File: config.mk
export PLATFORM = sky130hd
export DESIGN_NAME = swd_transaction_decoder_flat
export DESIGN_NICKNAME = d
export VERILOG_FILES = /design/src/swd_pkg.sv /design/src/swd_ifs.sv /design/src/swd_front.sv /design/src/swd_queue.sv /design/src/swd_back.sv /design/src/swd_transaction_decoder.sv /design/src/flat_wrapper.sv
export SDC_FILE = /design/constraint.sdc
export NUM_CORES = 1
export LEC_CHECK = 0
export ABC_AREA = 1
export BUFFER_PORTS_ARGS = -buffer_cell sky130_fd_sc_hd__buf_2
export CORE_MARGIN = 2
export CORE_UTILIZATION = 35
export CTS_CLUSTER_SIZE = 28
export DETAILED_ROUTE_END_ITERATION = 10
export SYNTH_ARGS = -nofsm -noshare
export SYNTH_HDL_FRONTEND = slang
export SYNTH_SLANG_ARGS = --single-unit
File: constraint.sdc
create_clock -name clk -period 5.7 [get_ports clk]
set_input_delay 0.285 -clock clk [delete_from_list [all_inputs] [get_ports clk]]
set_output_delay 0.285 -clock clk [all_outputs]
set_load 0.03 [all_outputs]
File: src/swd_pkg.sv
`default_nettype none

package swd_pkg;

    typedef enum logic [2:0] {
        PH_HUNT,
        PH_TURN1,
        PH_ACK,
        PH_TURN2,
        PH_DATA,
        PH_PARITY
    } phase_t;

    localparam logic [1:0] KIND_OK    = 2'd0;
    localparam logic [1:0] KIND_WAIT  = 2'd1;
    localparam logic [1:0] KIND_FAULT = 2'd2;
    localparam logic [1:0] KIND_RESET = 2'd3;

    localparam logic [2:0] ACK_CODE_OK    = 3'd1;
    localparam logic [2:0] ACK_CODE_WAIT  = 3'd2;
    localparam logic [2:0] ACK_CODE_FAULT = 3'd4;

    localparam logic [7:0] REQ_FRAME_MASK  = 8'hC1;
    localparam logic [7:0] REQ_FRAME_MATCH = 8'h81;

    localparam logic [7:0] RESET_MIN_DEFAULT = 8'd50;
    localparam int         DATA_BITS         = 32;
    localparam logic [5:0] DATA_LAST         = 6'(DATA_BITS - 1);
    localparam logic [5:0] ACK_LAST          = 6'd2;

    localparam int QUEUE_DEPTH = 2;
    localparam int QUEUE_AW    = $clog2(QUEUE_DEPTH);
    localparam int QUEUE_CW    = $clog2(QUEUE_DEPTH + 1);

    localparam logic [4:0] REG_DP_IDCODE   = 5'd0;
    localparam logic [4:0] REG_DP_ABORT    = 5'd1;
    localparam logic [4:0] REG_DP_WCR      = 5'd2;
    localparam logic [4:0] REG_DP_CTRLSTAT = 5'd3;
    localparam logic [4:0] REG_DP_RESEND   = 5'd4;
    localparam logic [4:0] REG_DP_SELECT   = 5'd5;
    localparam logic [4:0] REG_DP_RDBUFF   = 5'd6;
    localparam logic [4:0] REG_DP_ROUTESEL = 5'd7;
    localparam logic [4:0] REG_AP_CSW      = 5'd8;
    localparam logic [4:0] REG_AP_TAR      = 5'd9;
    localparam logic [4:0] REG_AP_DRW      = 5'd10;
    localparam logic [4:0] REG_AP_BD0      = 5'd11;
    localparam logic [4:0] REG_AP_BD1      = 5'd12;
    localparam logic [4:0] REG_AP_BD2      = 5'd13;
    localparam logic [4:0] REG_AP_BD3      = 5'd14;
    localparam logic [4:0] REG_AP_CFG      = 5'd15;
    localparam logic [4:0] REG_AP_BASE     = 5'd16;
    localparam logic [4:0] REG_AP_IDR      = 5'd17;
    localparam logic [4:0] REG_AP_RAZ      = 5'd18;

    typedef struct packed {
        logic [1:0]  kind;
        logic [7:0]  request;
        logic [2:0]  ack;
        logic [31:0] data;
        logic [15:0] ones;
    } rec_t;

    function automatic logic request_ok(input logic [7:0] w);
        logic frame_ok;
        logic par_ok;
        frame_ok = (w & REQ_FRAME_MASK) == REQ_FRAME_MATCH;
        par_ok   = (w[1] ^ w[2] ^ w[3] ^ w[4]) == w[5];
        return frame_ok && par_ok;
    endfunction

    function automatic logic [4:0] decode_register(input logic [7:0] req,
                                                   input logic [31:0] sel);
        logic [3:0] addr;
        logic       rd;
        logic [7:0] ap;
        logic [4:0] id;
        addr = {req[4:3], 2'b00};
        rd   = req[2];
        ap   = {sel[7:4], addr};
        if (req[1])
        begin
            case (ap)
                8'h00:   id = REG_AP_CSW;
                8'h04:   id = REG_AP_TAR;
                8'h0C:   id = REG_AP_DRW;
                8'h10:   id = REG_AP_BD0;
                8'h14:   id = REG_AP_BD1;
                8'h18:   id = REG_AP_BD2;
                8'h1C:   id = REG_AP_BD3;
                8'hF4:   id = REG_AP_CFG;
                8'hF8:   id = REG_AP_BASE;
                8'hFC:   id = REG_AP_IDR;
                default: id = REG_AP_RAZ;
            endcase
        end
        else
        begin
            case (req[4:3])
                2'd0:    id = rd ? REG_DP_IDCODE : REG_DP_ABORT;
                2'd1:    id = sel[0] ? REG_DP_WCR : REG_DP_CTRLSTAT;
                2'd2:    id = rd ? REG_DP_RESEND : REG_DP_SELECT;
                default: id = rd ? REG_DP_RDBUFF : REG_DP_ROUTESEL;
            endcase
        end
        return id;
    endfunction

endpackage

`default_nettype wire

File: src/swd_ifs.sv
`default_nettype none

interface swd_bit_if;
    logic valid;
    logic ready;
    logic swdio_bit;

    modport source (output valid, output swdio_bit, input ready);
    modport sink (input valid, input swdio_bit, output ready);
endinterface

interface swd_cfg_if;
    logic       valid;
    logic       ready;
    logic [7:0] reset_min_ones;

    modport source (output valid, output reset_min_ones, input ready);
    modport sink (input valid, input reset_min_ones, output ready);
endinterface

interface swd_rec_if;
    logic        valid;
    logic        ready;
    logic [1:0]  record_kind;
    logic [7:0]  request_value;
    logic        access_port;
    logic        is_read;
    logic [3:0]  reg_address;
    logic [4:0]  register_id;
    logic [2:0]  ack_code;
    logic [31:0] data_word;
    logic [15:0] reset_ones;

    modport source (output valid, output record_kind, output request_value,
                    output access_port, output is_read, output reg_address,
                    output register_id, output ack_code, output data_word,
                    output reset_ones, input ready);
    modport sink (input valid, input record_kind, input request_value,
                  input access_port, input is_read, input reg_address,
                  input register_id, input ack_code, input data_word,
                  input reset_ones, output ready);
endinterface

`default_nettype wire

File: src/swd_front.sv
`default_nettype none

module swd_front (
    input  wire logic        clk,
    input  wire logic        rst_n,
    swd_bit_if.sink          sample,
    swd_cfg_if.sink          cfg,
    input  wire logic        queue_full,
    output swd_pkg::rec_t    push_rec,
    output logic             push_valid
);

    swd_pkg::phase_t phase_reg, phase_next;
    logic [7:0]  min_ones_reg;
    logic [7:0]  window_reg, window_next;
    logic [5:0]  cnt_reg, cnt_next;
    logic [7:0]  req_reg, req_next;
    logic [2:0]  ack_reg, ack_next;
    logic [31:0] shift_reg, shift_next;
    logic        parity_reg, parity_next;
    logic [15:0] ones_reg, ones_next;

    logic        accept;
    logic        b;
    logic [7:0]  win_shift;
    logic        req_hit;
    logic [2:0]  ack_new;
    logic [7:0]  min_eff;
    logic        run_done;
    logic [15:0] ones_inc;

    assign sample.ready = !queue_full;
    assign cfg.ready    = 1'b1;
    assign accept       = sample.valid && sample.ready;
    assign b            = sample.swdio_bit;
    assign win_shift    = {b, window_reg[7:1]};
    assign req_hit      = swd_pkg::request_ok(win_shift);
    assign ack_new      = ack_reg | 3'({2'b00, b} << cnt_reg[1:0]);
    assign min_eff      = (min_ones_reg == 8'd0) ? 8'd1 : min_ones_reg;
    assign run_done     = !b && (ones_reg >= {8'd0, min_eff});
    assign ones_inc     = (ones_reg == 16'hFFFF) ? ones_reg : ones_reg + 16'd1;

    always_comb
    begin
        phase_next = phase_reg;
        if (accept)
        begin
            case (phase_reg)
                swd_pkg::PH_TURN1:
                    phase_next = swd_pkg::PH_ACK;
                swd_pkg::PH_ACK:
                    if (cnt_reg == swd_pkg::ACK_LAST)
                    begin
                        if (ack_new != swd_pkg::ACK_CODE_OK)
                            phase_next = swd_pkg::PH_HUNT;
                        else if (req_reg[2])
                            phase_next = swd_pkg::PH_DATA;
                        else
                            phase_next = swd_pkg::PH_TURN2;
                    end
                swd_pkg::PH_TURN2:
                    phase_next = swd_pkg::PH_DATA;
                swd_pkg::PH_DATA:
                    if (cnt_reg == swd_pkg::DATA_LAST)
                        phase_next = swd_pkg::PH_PARITY;
                swd_pkg::PH_PARITY:
                    phase_next = swd_pkg::PH_HUNT;
                default:
                    phase_next = (!run_done && req_hit) ? swd_pkg::PH_TURN1
                                                        : swd_pkg::PH_HUNT;
            endcase
        end
    end

    always_comb
    begin
        window_next = window_reg;
        cnt_next    = cnt_reg;
        req_next    = req_reg;
        ack_next    = ack_reg;
        shift_next  = shift_reg;
        parity_next = parity_reg;
        ones_next   = ones_reg;
        push_valid  = 1'b0;
        push_rec.kind    = swd_pkg::KIND_OK;
        push_rec.request = req_reg;
        push_rec.ack     = ack_new;
        push_rec.data    = 32'd0;
        push_rec.ones    = 16'd0;
        if (accept)
        begin
            case (phase_reg)
                swd_pkg::PH_TURN1:
                begin
                    cnt_next = 6'd0;
                    ack_next = 3'd0;
                end
                swd_pkg::PH_ACK:
                begin
                    ack_next = ack_new;
                    cnt_next = cnt_reg + 6'd1;
                    if (cnt_reg == swd_pkg::ACK_LAST)
                    begin
                        cnt_next = 6'd0;
                        if (ack_new == swd_pkg::ACK_CODE_WAIT
                                || ack_new == swd_pkg::ACK_CODE_FAULT)
                        begin
                            push_valid    = 1'b1;
                            push_rec.kind = (ack_new == swd_pkg::ACK_CODE_WAIT)
                                          ? swd_pkg::KIND_WAIT : swd_pkg::KIND_FAULT;
                        end
                        if (ack_new != swd_pkg::ACK_CODE_OK)
                        begin
                            window_next = 8'd0;
                            ones_next   = 16'd0;
                        end
                        else
                        begin
                            shift_next  = 32'd0;
                            parity_next = 1'b0;
                        end
                    end
                end
                swd_pkg::PH_TURN2:
                    cnt_next = 6'd0;
                swd_pkg::PH_DATA:
                begin
                    shift_next  = {b, shift_reg[31:1]};
                    parity_next = parity_reg ^ b;
                    cnt_next    = (cnt_reg == swd_pkg::DATA_LAST) ? 6'd0 : cnt_reg + 6'd1;
                end
                swd_pkg::PH_PARITY:
                begin
                    if (b == parity_reg)
                    begin
                        push_valid    = 1'b1;
                        push_rec.kind = swd_pkg::KIND_OK;
                        push_rec.ack  = ack_reg;
                        push_rec.data = shift_reg;
                    end
                    window_next = 8'd0;
                    cnt_next    = 6'd0;
                    ones_next   = 16'd0;
                end
                default:
                begin
                    if (run_done)
                    begin
                        push_valid       = 1'b1;
                        push_rec.kind    = swd_pkg::KIND_RESET;
                        push_rec.request = 8'd0;
                        push_rec.ack     = 3'd0;
                        push_rec.ones    = ones_reg;
                        window_next      = 8'd0;
                        cnt_next         = 6'd0;
                        ones_next        = 16'd0;
                    end
                    else
                    begin
                        ones_next = b ? ones_inc : 16'd0;
                        if (req_hit)
                        begin
                            req_next    = win_shift;
                            window_next = 8'd0;
                            ones_next   = 16'd0;
                            cnt_next    = 6'd0;
                        end
                        else
                        begin
                            window_next = win_shift;
                        end
                    end
                end
            endcase
        end
    end

    always_ff @(posedge clk or negedge rst_n)
    begin
        if (!rst_n)
        begin
            phase_reg    <= swd_pkg::PH_HUNT;
            min_ones_reg <= swd_pkg::RESET_MIN_DEFAULT;
            window_reg   <= 8'd0;
            cnt_reg      <= 6'd0;
            req_reg      <= 8'd0;
            ack_reg      <= 3'd0;
            shift_reg    <= 32'd0;
            parity_reg   <= 1'b0;
            ones_reg     <= 16'd0;
        end
        else
        begin
            phase_reg  <= phase_next;
            window_reg <= window_next;
            cnt_reg    <= cnt_next;
            req_reg    <= req_next;
            ack_reg    <= ack_next;
            shift_reg  <= shift_next;
            parity_reg <= parity_next;
            ones_reg   <= ones_next;
            if (cfg.valid && cfg.ready)
                min_ones_reg <= cfg.reset_min_ones;
        end
    end

endmodule

`default_nettype wire

File: src/swd_queue.sv
`default_nettype none

module swd_queue (
    input  wire logic          clk,
    input  wire logic          rst_n,
    input  wire logic          push_valid,
    input  wire swd_pkg::rec_t push_rec,
    input  wire logic          pop,
    output logic               full,
    output logic               head_valid,
    output swd_pkg::rec_t      head_rec
);

    swd_pkg::rec_t                   mem_reg [swd_pkg::QUEUE_DEPTH];
    logic [swd_pkg::QUEUE_AW-1:0]    wr_ptr_reg;
    logic [swd_pkg::QUEUE_AW-1:0]    rd_ptr_reg;
    logic [swd_pkg::QUEUE_CW-1:0]    count_reg;
    logic                            do_push;
    logic                            do_pop;

    assign full       = count_reg == swd_pkg::QUEUE_CW'(swd_pkg::QUEUE_DEPTH);
    assign head_valid = count_reg != '0;
    assign head_rec   = mem_reg[rd_ptr_reg];
    assign do_push    = push_valid && !full;
    assign do_pop     = pop && head_valid;

    always_ff @(posedge clk)
    begin
        if (do_push)
            mem_reg[wr_ptr_reg] <= push_rec;
    end

    always_ff @(posedge clk or negedge rst_n)
    begin
        if (!rst_n)
        begin
            wr_ptr_reg <= '0;
            rd_ptr_reg <= '0;
            count_reg  <= '0;
        end
        else
        begin
            if (do_push)
                wr_ptr_reg <= wr_ptr_reg + swd_pkg::QUEUE_AW'(1);
            if (do_pop)
                rd_ptr_reg <= rd_ptr_reg + swd_pkg::QUEUE_AW'(1);
            if (do_push && !do_pop)
                count_reg <= count_reg + swd_pkg::QUEUE_CW'(1);
            else if (do_pop && !do_push)
                count_reg <= count_reg - swd_pkg::QUEUE_CW'(1);
        end
    end

endmodule

`default_nettype wire

File: src/swd_back.sv
`default_nettype none

module swd_back (
    input  wire logic          clk,
    input  wire logic          rst_n,
    input  wire logic          head_valid,
    input  wire swd_pkg::rec_t head_rec,
    output logic               pop,
    swd_rec_if.source          result
);

    logic        valid_reg;
    logic [31:0] sel_copy_reg;
    logic [1:0]  kind_reg;
    logic [7:0]  req_reg;
    logic [4:0]  reg_id_reg;
    logic [2:0]  ack_reg;
    logic [31:0] data_reg;
    logic [15:0] ones_reg;
    logic [4:0]  reg_id;
    logic        is_xfer;

    assign pop     = head_valid && (!valid_reg || result.ready);
    assign is_xfer = head_rec.kind != swd_pkg::KIND_RESET;
    assign reg_id  = is_xfer ? swd_pkg::decode_register(head_rec.request, sel_copy_reg)
                             : 5'd0;

    always_ff @(posedge clk)
    begin
        if (pop)
        begin
            kind_reg   <= head_rec.kind;
            req_reg    <= head_rec.request;
            reg_id_reg <= reg_id;
            ack_reg    <= head_rec.ack;
            data_reg   <= head_rec.data;
            ones_reg   <= head_rec.ones;
        end
    end

    always_ff @(posedge clk or negedge rst_n)
    begin
        if (!rst_n)
        begin
            valid_reg    <= 1'b0;
            sel_copy_reg <= 32'd0;
        end
        else
        begin
            if (pop)
                valid_reg <= 1'b1;
            else if (result.ready)
                valid_reg <= 1'b0;
            if (pop && head_rec.kind == swd_pkg::KIND_OK
                    && reg_id == swd_pkg::REG_DP_SELECT)
                sel_copy_reg <= head_rec.data;
        end
    end

    assign result.valid          = valid_reg;
    assign result.record_kind    = kind_reg;
    assign result.request_value  = req_reg;
    assign result.access_port    = req_reg[1];
    assign result.is_read        = req_reg[2];
    assign result.reg_address    = {req_reg[4:3], 2'b00};
    assign result.register_id    = reg_id_reg;
    assign result.ack_code       = ack_reg;
    assign result.data_word      = data_reg;
    assign result.reset_ones     = ones_reg;

endmodule

`default_nettype wire

File: src/swd_transaction_decoder.sv
// Takes one SWDIO bit per cycle; a finished record is written into the record queue and
// then into the output register before it appears on the result channel.
// Throughput: one bit per cycle; input stalls only while the two-entry record queue
// between the bit decoder and the register decoder is full.
// Reset (rst_n low, asynchronous): decoder hunts with empty window, SELECT copy zero,
// line-reset threshold 50, queue and output empty.
`default_nettype none

module swd_transaction_decoder (
    input  wire logic clk,
    input  wire logic rst_n,
    swd_bit_if.sink   sample,
    swd_cfg_if.sink   cfg,
    swd_rec_if.source result
);

    swd_pkg::rec_t push_rec;
    swd_pkg::rec_t head_rec;
    logic          push_valid;
    logic          queue_full;
    logic          head_valid;
    logic          pop;

    swd_front u_front (
        .clk        (clk),
        .rst_n      (rst_n),
        .sample     (sample),
        .cfg        (cfg),
        .queue_full (queue_full),
        .push_rec   (push_rec),
        .push_valid (push_valid)
    );

    swd_queue u_queue (
        .clk        (clk),
        .rst_n      (rst_n),
        .push_valid (push_valid),
        .push_rec   (push_rec),
        .pop        (pop),
        .full       (queue_full),
        .head_valid (head_valid),
        .head_rec   (head_rec)
    );

    swd_back u_back (
        .clk        (clk),
        .rst_n      (rst_n),
        .head_valid (head_valid),
        .head_rec   (head_rec),
        .pop        (pop),
        .result     (result)
    );

endmodule

`default_nettype wire
File: src/flat_wrapper.sv
// flat-port wrapper written by rule: the top's interface ports become plain ports
module swd_transaction_decoder_flat 
  (clk, rst_n, sample_valid, sample_swdio_bit, sample_ready, cfg_valid, cfg_reset_min_ones, cfg_ready, result_valid, result_record_kind, result_request_value, result_access_port, result_is_read, result_reg_address, result_register_id, result_ack_code, result_data_word, result_reset_ones, result_ready);
  swd_bit_if sample_i ();
  swd_cfg_if cfg_i ();
  swd_rec_if result_i ();
  input  wire logic clk;
  input  wire logic rst_n;
  input wire logic [$bits(sample_i.valid)-1:0] sample_valid;
  input wire logic [$bits(sample_i.swdio_bit)-1:0] sample_swdio_bit;
  output wire logic [$bits(sample_i.ready)-1:0] sample_ready;
  input wire logic [$bits(cfg_i.valid)-1:0] cfg_valid;
  input wire logic [$bits(cfg_i.reset_min_ones)-1:0] cfg_reset_min_ones;
  output wire logic [$bits(cfg_i.ready)-1:0] cfg_ready;
  output wire logic [$bits(result_i.valid)-1:0] result_valid;
  output wire logic [$bits(result_i.record_kind)-1:0] result_record_kind;
  output wire logic [$bits(result_i.request_value)-1:0] result_request_value;
  output wire logic [$bits(result_i.access_port)-1:0] result_access_port;
  output wire logic [$bits(result_i.is_read)-1:0] result_is_read;
  output wire logic [$bits(result_i.reg_address)-1:0] result_reg_address;
  output wire logic [$bits(result_i.register_id)-1:0] result_register_id;
  output wire logic [$bits(result_i.ack_code)-1:0] result_ack_code;
  output wire logic [$bits(result_i.data_word)-1:0] result_data_word;
  output wire logic [$bits(result_i.reset_ones)-1:0] result_reset_ones;
  input wire logic [$bits(result_i.ready)-1:0] result_ready;
  assign sample_i.valid = sample_valid;
  assign sample_i.swdio_bit = sample_swdio_bit;
  assign sample_ready = sample_i.ready;
  assign cfg_i.valid = cfg_valid;
  assign cfg_i.reset_min_ones = cfg_reset_min_ones;
  assign cfg_ready = cfg_i.ready;
  assign result_valid = result_i.valid;
  assign result_record_kind = result_i.record_kind;
  assign result_request_value = result_i.request_value;
  assign result_access_port = result_i.access_port;
  assign result_is_read = result_i.is_read;
  assign result_reg_address = result_i.reg_address;
  assign result_register_id = result_i.register_id;
  assign result_ack_code = result_i.ack_code;
  assign result_data_word = result_i.data_word;
  assign result_reset_ones = result_i.reset_ones;
  assign result_i.ready = result_ready;
  swd_transaction_decoder u_core (.clk(clk), .rst_n(rst_n), .sample(sample_i), .cfg(cfg_i), .result(result_i));
endmodule
==> metrics.md <==
| Metric | Value |
|---|---|
| Worst-path fanout max | `36` |
| Final setup violation count | `0` |
| Core Rows | `67` |
| Fin nets | `1239` |
| Diode count | `0` |
| Die W | `190 microns` |
| Last weighted congestion value of the routability-driven placer | `0.846` |
| Post-CTS setup buffers | `0` |
| Critical-path cell list | `inv_2 -> nor3_2 -> nand2_1 -> nand4_1 -> nand4_1 -> inv_2 -> buf_4` |
| Vias per cell | `4.68` |
| Slew margin rel. | `18.9%` |
| Worst clock skew | `10.6 ps` |
| Clock tree from TritonCTS | `yes` |
| Die area | `0.0360 sq mm` |
| Fraction of layout instances using a drive strength above 1 | `16.2%` |
| CTS buffer count | `28` |
| Initial DRC Count | `489` |
| Final Max Slew Viols | `0` |
| CTS sink count | `282` |
| Post-synth top flop | `edfxtp_1` |
| Final worst-path cycle share | `62.1%` |
| Post-synth cell types | `49` |
| RSZ-0062 raised after global routing | `false` |
| Max FFs per register | `122` |
| First-pass GRT wire length | `39400 microns` |
| Worst setup EP type | `flop` |
| CTS Root Cell | `clkbuf_16` |
| Number of global-route vias before repair | `7684` |
| Io pins | `89` |
| Syn Inst Count | `1122` |
| Pwr Density | `551 mW/mm^2` |
| Post-route minimum period | `3540 ps` |
| Synthesis Warnings | `0` |
| Number of port buffers | `85` |
| Hold Slack | `92.4 ps` |
| Crit path required time | `5910 ps` |
| Vias | `7880` |
| Hold Vio Cnt, Final | `0` |
| Post-synthesis sequential area ratio | `66.3%` |
| Leakage | `0.00586 uW` |
| Worst EP arrival | `3750 ps` |
| Hold Crit Class | `input port to flop` |
| Achievable frequency | `0.282 GHz` |
| Hold-fix buffers, CTS | `9` |
| Crit-path slowest cell | `nand2_1` |
| Post-synthesis register bit count | `282` |
| Detailed Place HPWL | `15400 microns` |
| Gr ovfl total | `0` |
| Clock transition at path regs | `60 ps` |
| Area delta synth->final | `15.4%` |
| WS Path Type | `flop to flop` |
| Slew of the pin with the lowest slew margin | `1210 ps` |
| Initial antenna violation count | `0` |
| Die Ht | `190 microns` |
| Routed wire per std cell | `14.2 microns` |
| Status | `completed` |
| Slowest Stage Delay on Critical Path | `720 ps` |
| Startpoint Class | `flop` |
| Worst skew pair latency | `540 ps` |
| Ys async rst share | `33.3%` |
| Largest net degree at the start of global routing | `67` |
| Routed Antenna Nets | `0` |
| Htree depth | `1` |
| Tot GR Track Use | `13.4%` |
| Syn_area_per_cell | `10.8 sq um` |
| Max-Cap Viols | `0` |
| Number of flops mapped to enable cells by yosys | `188` |
| Drt first pass iters | `5` |
| Setup tns final | `0 ps` |
| Post-cts resize count | `0` |
| Worst vdd ir | `0.255 mV` |
| Core area | `0.0337 sq mm` |
| Clock Path Buffers | `3` |
| Final WL | `23800 microns` |
| DRC Markers | `0` |
| Synthesized area | `0.0121 sq mm` |
| Fillers | `3211` |
| Starting density of the core | `35.8%` |
-- synth_stat cells, types with 2 or more instances --
cell type  count  area share [%]
a31oi_1        2            0.10
nand2_1      326              10
buf_1          7            0.22
dfstp_2        3            0.65
inv_2         17            0.53
edfxtp_1     188              47
dfrtp_1       91              19
inv_1        117             3.6
nand3_1       51             2.1
nor2_4         3            0.28
nor3_1        47             2.0
nor3_2         3            0.25
o21ai_1        3            0.12
nand4_2        2            0.21
nand2_2        6            0.31
nand3_2        3            0.25
o21ai_2       11            0.80
nor2_1        51             1.6
o21ai_0       29             1.2
o22ai_1       43             2.2
xor2_1         7            0.51
nand2_4        4            0.37
nor3_4         2            0.27
nor2_2         4            0.21
nand4_4        2            0.35
conb_1         2           0.062
clkbuf_1      16            0.50
buf_2          5            0.21
nand4_1       20             1.0
nand3b_1       2            0.12
buf_6          3            0.28
o41ai_1        4            0.29
ha_1          12             1.2
xnor2_1        6            0.44
a21oi_1        7            0.29
buf_4         10            0.62
-- logic make-up (layout without fill, tap and decap cells) --
group	after synthesis	count (layout)	synth area share [%]
XOR/XNOR	13	13	0.944
AND/OR/NAND/NOR	532	532	19.9
other	2	3	0.0623
flip-flops	282	282	66.3
adder cells (fa/ha/maj)	12	12	1.24
buffers and inverters	177	289	6.12
AO/OA/AOI/OAI	104	104	5.42
-- report_power, final --
group	internal (uW)	switching [uW]	total, uW
Sequential	2950	204	3150
Combinational	663	2020	2680
Clock	1110	739	1840
Total	4710	2960	7670
-- layout by cell type (no fill, tap or decap), drive strengths merged, types with 2 or more instances in the layout --
cell	instances
nor3	52
nor2	58
xor2	7
o41ai	4
dfrtp	91
buf	92
dlygate4sd3	9
nand3	55
nand2	336
inv	136
bufinv	4
xnor2	6
a31oi	2
a21oi	8
ha	12
dfstp	3
nand4	24
clkinvlp	2
edfxtp	188
clkbuf	41
o21ai	43
or2	3
clkinv	5
conb	3
o22ai	43
nand3b	2
-- cell type report --
class                           count  area (sq um)  area share, %
Clock buffer                       41           759           5.46
Clock inverter                     11           170           1.22
Inverter                          136           518           3.72
Multi-Input combinational cell    664          3330           24.0
Sequential cell                   282          8000           57.5
Tap cell                          448           561           4.03
Timing Repair Buffer              101           571           4.10
-- worst paths after layout --
path	cells after the start	to	slack (ps)	startpoint
min in group asynchronous	2	u_core.u_front.min_ones_reg[0]$_DFFE_PN0P_	280	rst_n
min reg2reg	2	u_core.u_back.sel_copy_reg[0]$_DFFE_PN0P_	460	u_core.u_back.sel_copy_reg[0]$_DFFE_PN0P_
min	3	u_core.u_front.min_ones_reg[1]$_DFFE_PN1P_	90	cfg_valid
max reg2reg	7	u_core.u_queue.mem_reg[0][28]$_DFFE_PP_	2160	u_core.u_front.phase_reg[2]$_DFFE_PN0P_
max	7	u_core.u_queue.mem_reg[0][28]$_DFFE_PP_	2160	u_core.u_front.phase_reg[2]$_DFFE_PN0P_
max in group asynchronous	3	u_core.u_queue.rd_ptr_reg$_DFFE_PN0P_	4290	rst_n
-- metal layers --
metal | share of wire [%] | vias to the layer above | routed length (microns) | global-route usage, %
li1 | - | 3945 | - | -
met1 | 46 | 3751 | 11000 | 18.3
met2 | 47 | 150 | 11200 | 22.4
met3 | 4.8 | 34 | 1140 | 2.08
met4 | 1.9 | 0 | 443 | 3.88
met5 | 0 | - | 0 | 0
-- critical path, delay by kind of cell (launching register included) --
family,cells,cell delay [ps]
buffers and inverters,3,1190
flip-flops,1,460
AND/OR/NAND/NOR,4,1530
-- through the flow --
step	power [uW]	util (%)	setup slack, ps	std cells	cell area (sq um)
2_1_floorplan	5190	-	1060	1123	12100
3_3_place_gp	5840	38.3	2200	1622	12900
4_1_cts	7770	41.3	2110	1683	13900
6_report	7670	41.3	2160	1683	13900
5_1_grt	8170	41.3	1820	1683	13900
3_5_place_dp	5900	38.3	2090	1622	12900
Note: power is estimated with default switching activity, not from simulation.
